`src/lowest_free_lease_allocator_top_macros.svh`:
```
// Assertion helpers used by the allocator top module.
`ifndef LOWEST_FREE_LEASE_ALLOCATOR_TOP_MACROS_SVH
`define LOWEST_FREE_LEASE_ALLOCATOR_TOP_MACROS_SVH

// Same-cycle implication, checked on every rising edge outside reset.
`define LFLA_ASSERT_NOW(lbl, ante, cons, msg) \
  lbl: assert property (@(posedge clk) disable iff (rst) (ante) |-> (cons)) \
    else $error(msg);

// Next-cycle implication.
`define LFLA_ASSERT_NEXT(lbl, ante, cons, msg) \
  lbl: assert property (@(posedge clk) disable iff (rst) (ante) |=> (cons)) \
    else $error(msg);

`endif

```
`src/lfla_pkg.sv`:
```
`timescale 1ns / 1ps

package lfla_pkg;

  // Bank size and counter width
  localparam int NUM_GATES  = 16;
  localparam int COUNT_BITS = 16;

  // Gate index width inside the chain
  localparam int GATE_IDX_W = (NUM_GATES > 1) ? $clog2(NUM_GATES) : 1;
  // gates_in_use register width
  localparam int LIMIT_W    = 5;
  // Common width for index vs limit compare
  localparam int CMP_W      = (GATE_IDX_W > LIMIT_W) ? GATE_IDX_W : LIMIT_W;

  localparam logic [COUNT_BITS-1:0] CNT_MAX = {COUNT_BITS{1'b1}};

  // Config port
  localparam int CFG_ADDR_W = 1;
  localparam logic [CFG_ADDR_W-1:0] ADDR_GATES_IN_USE = '0;
  localparam logic [LIMIT_W-1:0]    GATES_RESET       = 5'd16;

  // Search token handed from cell to cell
  typedef struct packed {
    logic                  valid;
    logic                  found;
    logic [GATE_IDX_W-1:0] pos;
    logic [COUNT_BITS-1:0] cnt;
  } tok_t;

  // Request data broadcast to every cell
  typedef struct packed {
    logic               start;
    logic               restart;
    logic [31:0]        arrival;
    logic [31:0]        departure;
    logic [LIMIT_W-1:0] limit;
  } bcast_t;

endpackage

```
`src/lfla_cell.sv`:
```
`timescale 1ns / 1ps

// One gate: lease state, use counter and one stage of the search token.
module lfla_cell (
  input  logic            clk,
  input  logic            rst,
  input  lfla_pkg::bcast_t bc,
  input  lfla_pkg::tok_t  tok_in,
  output lfla_pkg::tok_t  tok_out
);

  logic                            busy;
  logic [31:0]                     lease_end;
  logic [lfla_pkg::COUNT_BITS-1:0] count;
  logic [lfla_pkg::COUNT_BITS-1:0] count_inc;
  logic [lfla_pkg::CMP_W-1:0]      pos_x;
  logic [lfla_pkg::CMP_W-1:0]      lim_x;
  logic                            claim;

  // Eligible when this position lies below gates_in_use
  assign pos_x = (lfla_pkg::CMP_W)'(tok_in.pos);
  assign lim_x = (lfla_pkg::CMP_W)'(bc.limit);

  assign claim = tok_in.valid && !tok_in.found && !busy && (pos_x < lim_x);

  // Saturating increment
  assign count_inc = (count == lfla_pkg::CNT_MAX) ? count :
                     count + lfla_pkg::COUNT_BITS'(1);

  // Lease state and counter
  always_ff @(posedge clk) begin
    if (rst) begin
      busy  <= 1'b0;
      count <= '0;
    end else if (bc.start) begin
      if (bc.restart) begin
        busy  <= 1'b0;
        count <= '0;
      end else if (busy && (lease_end <= bc.arrival)) begin
        busy <= 1'b0;
      end
    end else if (claim) begin
      busy  <= 1'b1;
      count <= count_inc;
    end
  end

  // Lease end, payload only
  always_ff @(posedge clk) begin
    if (claim) begin
      lease_end <= bc.departure;
    end
  end

  // Token stage: position advances until a gate is found
  always_ff @(posedge clk) begin
    if (rst) begin
      tok_out <= '0;
    end else begin
      tok_out.valid <= tok_in.valid;
      if (claim) begin
        tok_out.found <= 1'b1;
        tok_out.pos   <= tok_in.pos;
        tok_out.cnt   <= count_inc;
      end else begin
        tok_out.found <= tok_in.found;
        tok_out.pos   <= tok_in.found ? tok_in.pos :
                         tok_in.pos + lfla_pkg::GATE_IDX_W'(1);
        tok_out.cnt   <= tok_in.cnt;
      end
    end
  end

endmodule

```
`src/lowest_free_lease_allocator_top.sv`:
```
`timescale 1ns / 1ps
// Channel | Handshake         | Payload
// input   | in_valid/in_stall | restart, arrival, departure
// output  | out_valid/out_stall | granted, gate, gate_use_count
// config  | APB psel/penable  | gates_in_use at byte 0
//
// A new request is taken only in idle, after the previous result is loaded. Each
// passes through the transfer edge, a step that frees expired leases in every gate,
// the token's walk along the chain one cell per cycle (the launch is the first
// cell's step) and the load of the result register. Reset (rst, synchronous)
// frees all gates, clears counters and sets gates_in_use to 16. The launch waits
// while out_stall holds the previous result.

`include "lowest_free_lease_allocator_top_macros.svh"

module lowest_free_lease_allocator_top (
  input  logic                            clk,
  input  logic                            rst,
  // APB config port
  input  logic                            psel,
  input  logic                            penable,
  input  logic                            pwrite,
  input  logic [lfla_pkg::CFG_ADDR_W-1:0] paddr,
  input  logic [31:0]                     pwdata,
  output logic [31:0]                     prdata,
  output logic                            pready,
  // Request channel
  input  logic                            in_valid,
  output logic                            in_stall,
  input  logic                            restart,
  input  logic [31:0]                     arrival,
  input  logic [31:0]                     departure,
  // Result channel
  output logic                            out_valid,
  input  logic                            out_stall,
  output logic                            granted,
  output logic [3:0]                      gate,
  output logic [15:0]                     gate_use_count
);

  typedef enum logic [3:0] {
    S_IDLE   = 4'b0001,
    S_FREE   = 4'b0010,
    S_LAUNCH = 4'b0100,
    S_SCAN   = 4'b1000
  } state_t;

  state_t state;
  state_t state_next;

  logic [lfla_pkg::LIMIT_W-1:0] gates_in_use;
  logic                         req_restart;
  logic [31:0]                  req_arrival;
  logic [31:0]                  req_departure;
  logic                         in_xfer;
  logic                         out_xfer;
  logic                         out_free;
  logic                         launch;
  lfla_pkg::bcast_t             bc;
  lfla_pkg::tok_t               chain [lfla_pkg::NUM_GATES+1];
  lfla_pkg::tok_t               tail;
  logic [7:0]                   pos_w;
  logic [31:0]                  cnt_w;

  // Config register
  assign pready = 1'b1;
  assign prdata = (paddr == lfla_pkg::ADDR_GATES_IN_USE) ? 32'(gates_in_use) : '0;

  always_ff @(posedge clk) begin
    if (rst) begin
      gates_in_use <= lfla_pkg::GATES_RESET;
    end else if (psel && penable && pwrite && pready &&
                 (paddr == lfla_pkg::ADDR_GATES_IN_USE)) begin
      gates_in_use <= pwdata[lfla_pkg::LIMIT_W-1:0];
    end
  end

  // Handshakes
  assign in_stall = (state != S_IDLE);
  assign in_xfer  = in_valid && !in_stall;
  assign out_xfer = out_valid && !out_stall;
  assign out_free = !out_valid || !out_stall;
  assign launch   = (state == S_LAUNCH) && out_free;

  // Sequencer
  always_comb begin
    state_next = state;
    case (state)
      S_IDLE:   if (in_xfer) state_next = S_FREE;
      S_FREE:   state_next = S_LAUNCH;
      S_LAUNCH: if (out_free) state_next = S_SCAN;
      S_SCAN:   if (tail.valid) state_next = S_IDLE;
      default:  state_next = S_IDLE;
    endcase
  end

  always_ff @(posedge clk) begin
    if (rst) begin
      state <= S_IDLE;
    end else begin
      state <= state_next;
    end
  end

  // Request hold register
  always_ff @(posedge clk) begin
    if (in_xfer) begin
      req_restart   <= restart;
      req_arrival   <= arrival;
      req_departure <= departure;
    end
  end

  assign bc.start     = (state == S_FREE);
  assign bc.restart   = req_restart;
  assign bc.arrival   = req_arrival;
  assign bc.departure = req_departure;
  assign bc.limit     = gates_in_use;

  // Token enters the first cell
  assign chain[0].valid = launch;
  assign chain[0].found = 1'b0;
  assign chain[0].pos   = '0;
  assign chain[0].cnt   = '0;

  for (genvar g = 0; g < lfla_pkg::NUM_GATES; g++) begin : g_cell
    lfla_cell u_cell (
      .clk     (clk),
      .rst     (rst),
      .bc      (bc),
      .tok_in  (chain[g]),
      .tok_out (chain[g+1])
    );
  end

  assign tail  = chain[lfla_pkg::NUM_GATES];
  assign pos_w = 8'(tail.pos);
  assign cnt_w = 32'(tail.cnt);

  // Result register
  always_ff @(posedge clk) begin
    if (rst) begin
      out_valid <= 1'b0;
    end else if (tail.valid) begin
      out_valid <= 1'b1;
    end else if (out_xfer) begin
      out_valid <= 1'b0;
    end
  end

  always_ff @(posedge clk) begin
    if (tail.valid) begin
      granted        <= tail.found;
      gate           <= tail.found ? pos_w[3:0] : 4'd0;
      gate_use_count <= tail.found ? cnt_w[15:0] : 16'd0;
    end
  end

  // Checks
  `LFLA_ASSERT_NOW(a_tail_out_empty, tail.valid, !out_valid, "result overwritten")
  `LFLA_ASSERT_NEXT(a_accept_frees, in_xfer, state == S_FREE, "accept without free step")
  `LFLA_ASSERT_NOW(a_token_latency, launch, ##(lfla_pkg::NUM_GATES) tail.valid, "token lost")
  `LFLA_ASSERT_NOW(a_gate_in_range, out_valid && granted, {1'b0, gate} < gates_in_use, "gate out of range")
  `LFLA_ASSERT_NOW(a_refused_zero, out_valid && !granted, gate == 4'd0 && gate_use_count == 16'd0, "refusal not zero")

endmodule
```
`config.mk`:
```
export PLATFORM = sky130hd
export DESIGN_NAME = lowest_free_lease_allocator_top
export DESIGN_NICKNAME = d
export VERILOG_FILES = /design/src/lfla_pkg.sv /design/src/lfla_cell.sv /design/src/lowest_free_lease_allocator_top.sv
export VERILOG_INCLUDE_DIRS = /design/src /design/src/src
export SDC_FILE = /design/constraint.sdc
export NUM_CORES = 2
export LEC_CHECK = 0
export BUFFER_PORTS_ARGS = -buffer_cell sky130_fd_sc_hd__buf_4
export CELL_PAD_IN_SITES_DETAIL_PLACEMENT = 0
export CELL_PAD_IN_SITES_GLOBAL_PLACEMENT = 1
export CORE_ASPECT_RATIO = 1.5
export CORE_UTILIZATION = 35
export DETAILED_ROUTE_END_ITERATION = 6
export PLACE_DENSITY = 0.65
export SLEW_MARGIN = 0
export SYNTH_ARGS = -nofsm -noshare
export SYNTH_HDL_FRONTEND = slang
export SYNTH_SLANG_ARGS = --single-unit
```
`constraint.sdc`:
```
create_clock -name clk -period 4.2 [get_ports clk]
set_clock_uncertainty 0.05 [all_clocks]
set_input_delay 1.05 -clock clk [delete_from_list [all_inputs] [get_ports clk]]
set_output_delay 1.05 -clock clk [all_outputs]
set_load 0.005 [all_outputs]
```
==> results.md <==
Setup path:
- On the worst path, the slowest cell contributes a delay of 0.51 ns.
- STA classifies the critical path endpoint as a flip-flop.
- Data on the critical path is required at its endpoint by slightly below 5 ns.
- In this run the worst path has a maximum fanout of 20.
- The largest individual stage delay along the critical path comes from the cell sky130_fd_sc_hd__o21ai_1.
- The worst setup slack for register-to-register paths is 0.62 ns.
- The startpoint-to-endpoint class of the critical path is reg2reg.
- Data on the critical path arrives at its endpoint at between 4 and 5 ns.
- The critical path goes through inv_1 > ha_1 > a2111oi_0 > o21ai_1 > inv_2 > buf_4 > nand2_1 > or3_1 > a21oi_1.
- The element type at the critical path start is a flip-flop.

Synth:
- After synthesis the netlist holds a flip-flop and latch count of 1226.
- Synthesis produced 5633 cells.
- During synthesis, Yosys emitted a total of 0 warnings.
- The cell area after synthesis is 0.0597 mm².
- The number of synthesized flops with an enable pin is 598.
- The synthesized netlist contains 96 unique library cells.
- In the post-synthesis netlist, the cell with the most instances is sky130_fd_sc_hd__dfxtp_1.
- In the synthesized netlist the async set-or-reset flop fraction comes to 0%.
- The post-synthesis area per instance is about 11 µm².
- The area share of the leading cell type in the synthesized netlist is a little under a third.
- The commonest cells after synthesis are sky130_fd_sc_hd__dfxtp_1, sky130_fd_sc_hd__edfxtp_1, sky130_fd_sc_hd__ha_1.
- sky130_fd_sc_hd__edfxtp_1 takes more of the synthesized area than any other cell.
- The fraction of the yosys area taken by sequential cells is 51.2%.
- Yosys attributes the largest share of cell area to sky130_fd_sc_hd__edfxtp_1, sky130_fd_sc_hd__dfxtp_1, sky130_fd_sc_hd__ha_1.
- The most used flip-flop cell after synthesis is sky130_fd_sc_hd__dfxtp_1.

STA:
- After layout, the worst path uses 85.2% of the clock period.
- The worst pin sits at a relative slew slack of 20.6%.
- Across all setup checks in the final design, the least slack found is 0.620 ns.
- Setup repair after global routing left no endpoint under its margin.
- At the pin with the least slew margin, the transition time is between 1 and 1.5 ns.
- In the final timing run, aggregate negative setup slack is 0 ns.
- The hold violation total from the final report is 0.
- The number of max-slew violations in the final report was 0.
- The final setup violation count is 0.
- Timing would allow up to around 0.28 GHz.
- The worst path needs 3.58 ns of the cycle, external delays included.

GRT:
- The first global-routing pass estimated 267 mm of wire.
- The initial antenna violation count is 4.
- The total global routing overflow is 0.
- Across every metal layer, demand over resource in global routing totals 20.2%.
- The number of global-route vias before repair is roughly 44000.
- The pin count of the biggest net entering global routing is 88.

CTS:
- The post-CTS setup buffer count is 0.
- In this run, post-CTS hold repair placed 0 buffers.
- The number of levels the H-tree was split into is 3.
- CTS saw 1226 sinks.
- The clock tree from TritonCTS is done.
- The number of gates given a new drive strength after cts is 0.
- The buffer depth of the longest clock path is 3.
- Counting the buffers created by CTS gives roughly 120.
- The clock-pin slew on the worst setup and hold paths is 0.07 ns.
- At the later pin of the worst-skew pair, clock insertion delay measures 0.74 ns.
- Clock tree synthesis selected as its root buffer the cell sky130_fd_sc_hd__clkbuf_16.

Place:
- The weighted congestion reported at the end of routability-driven placement is 0.843.
- At the placement stage, the worst setup path has a slack of 0.669 ns.
- The total of buffers placed on input and output ports is 105.
- The HPWL reported at the end of detailed placement is 126 mm.

Detailed routing:
- The vias after detailed routing is 44000.
- The per-cell via count in the routed design is 5.42.
- After detailed routing, the number of remaining DRC violations is 0.
- The routed design has 177 mm of wire.
- The number of detailed-routing iterations run before antenna repair is 5.
- The routed wire length per instance is roughly 22 µm.
- After the first detailed-routing iteration, the DRC count stood at 2519.
- The number of nets with antenna violations after detailed routing is 0.

Power:
- The analysis attributes to cell leakage a power of 24.4 nW.
- The sequential fraction of design power is 49.2%.
- The clock group share of total power is 44.9%.
- Power spread over the standard cell area amounts to 387 mW/mm².
- The switching share of power is a little under a quarter.
- The cell-internal power is just over 20 mW.
- The peak ir drop on the vdd network is 0.000389 V.
- The power dissipated by switching net loads is around 6 mW.
- The part of the total power dissipated in combinational logic is under 10%.

Finish:
- The multi-input combinational cells in the finished layout cover a total of 0.0276 mm².
- The number of nets in the finished design is 6446.
- Fill cells in the final layout number 16300.
- Cells with a size suffix above 1 make up 10.5% of the layout.
- The area growth from synthesis to layout is 13.6%.
- The total area of sequential cells is 0.0305 mm².

Floorplan:
- The floorplan step set the die height to 508 µm.
- The effective utilization at floorplan is 35.3%.
- In this run the count of I/O pins placed on the die edge is approximately 160.
- The die width is about 340 µm.
- The core box area is about 0.17 mm².
- Row generation in the floorplan step produced between 150 and 200 rows.
- The die footprint is 0.172 mm².

Min path:
- The path category of the worst min-delay check is reg2reg.

Run status:
- The run finished with clean final reports.

Job:
- The tool flagged a number of max-cap violations equal to 0.
## logic make-up after synthesis
family                     share of synthesized area, %
and+or+nand+nor                                    14.5
AOI/OAI and AO/OA                                  14.1
DFF                                                51.2
adders and majority gates                          12.2
muxes                                              2.13
other                                            0.0126
xor gates and xnor gates                           2.97
buffers and inverters                              2.93
## power groups by stage
| stage | Sequential (mW) | Combinational, mW | Clock (mW) |
|---|---|---|---|
| detailed placement | 13.2 | 1.54 | 0 |
| global route | 12.9 | 1.73 | 12.4 |
| global placement | 13.2 | 1.51 | 0 |
| floorplan | 13.0 | 0.950 | 0 |
| CTS | 12.9 | 1.55 | 12.0 |
| finish | 12.9 | 1.53 | 11.8 |
## metrics by stage
stage                     power [mW]  hold WS [ns]  std cells  utilization [%]  area, µm²
after floorplan                 14.0         0.362       5659                -      59800
after global placement          14.7         0.382       7883             37.5      63500
after detailed placement        14.7         0.382       7883             37.5      63500
after CTS                       26.5         0.372       8108             40.0      67800
after global routing            27.1         0.392       8109             40.1      67800
final                           26.2         0.382       8109             40.1      67800
## registers in the layout (all words and copies together), names as in the netlist
name	flops
gate	4
g_cell.u_cell.lease_end	512
req_arrival	32
granted	1
g_cell.u_cell.busy	16
gates_in_use	5
out_valid	1
state	4
g_cell.u_cell.tok_out	346
g_cell.u_cell.count	256
gate_use_count	16
req_restart	1
req_departure	32
## placed cells by master, fill, tap and decap left out, types with 46 or more instances in the layout
master / Yosys / layout
sky130_fd_sc_hd__a211oi_1: 97 / 97
sky130_fd_sc_hd__a21o_1: 56 / 56
sky130_fd_sc_hd__a21oi_1: 549 / 549
sky130_fd_sc_hd__a31oi_1: 87 / 86
sky130_fd_sc_hd__and2_1: 46 / 46
sky130_fd_sc_hd__and3_1: 50 / 50
sky130_fd_sc_hd__buf_4: 37 / 254
sky130_fd_sc_hd__clkbuf_16: 0 / 126
sky130_fd_sc_hd__dfxtp_1: 628 / 628
sky130_fd_sc_hd__edfxtp_1: 598 / 598
sky130_fd_sc_hd__ha_1: 581 / 581
sky130_fd_sc_hd__inv_1: 98 / 93
sky130_fd_sc_hd__mux2_2: 54 / 54
sky130_fd_sc_hd__mux2i_1: 66 / 66
sky130_fd_sc_hd__nand2_1: 436 / 434
sky130_fd_sc_hd__nand3_1: 214 / 214
sky130_fd_sc_hd__nand4_1: 191 / 191
sky130_fd_sc_hd__nor2_1: 442 / 438
sky130_fd_sc_hd__nor3_1: 95 / 95
sky130_fd_sc_hd__o21ai_0: 283 / 283
sky130_fd_sc_hd__xnor2_1: 110 / 110
sky130_fd_sc_hd__xor2_1: 92 / 92
## final timing paths
check	startpoint	endpoint	cells past startpoint
hold reg to reg	g_cell[14].u_cell.tok_out[15]	g_cell[15].u_cell.tok_out[15]	2
setup reg to reg	gates_in_use[3]	g_cell[11].u_cell.count[4]	9
hold / removal	g_cell[14].u_cell.tok_out[15]	g_cell[15].u_cell.tok_out[15]	2
setup / recovery	gates_in_use[3]	g_cell[11].u_cell.count[4]	9
## area by class of cell
type,count,share of cell area [%]
Sequential cell,1226,45.0
Multi-Input combinational cell,4044,40.7
Clock buffer,162,5.22
Tap cell,2244,4.14
Timing Repair Buffer,265,3.13
Clock inverter,63,1.12
Inverter,104,0.583
Antenna cell,1,0.00369
## worst max-delay path: cells and delay by family (launching register included)
| kind | cells | cell delay [ns] |
|---|---|---|
| adders and majority gates | 1 | 0.38 |
| buffers and inverters | 3 | 0.83 |
| AOI/OAI and AO/OA | 3 | 1.09 |
| DFF | 1 | 0.37 |
| and+or+nand+nor | 2 | 0.75 |
## layer usage
layer	GRT usage, %	wire length, µm	share of wire [%]
met1	23.2	71400	40
met2	38.4	93300	53
met3	1.95	5560	3.1
met4	7.76	6780	3.8
met5	0	0	0
Power figures use the tool's default switching activity.
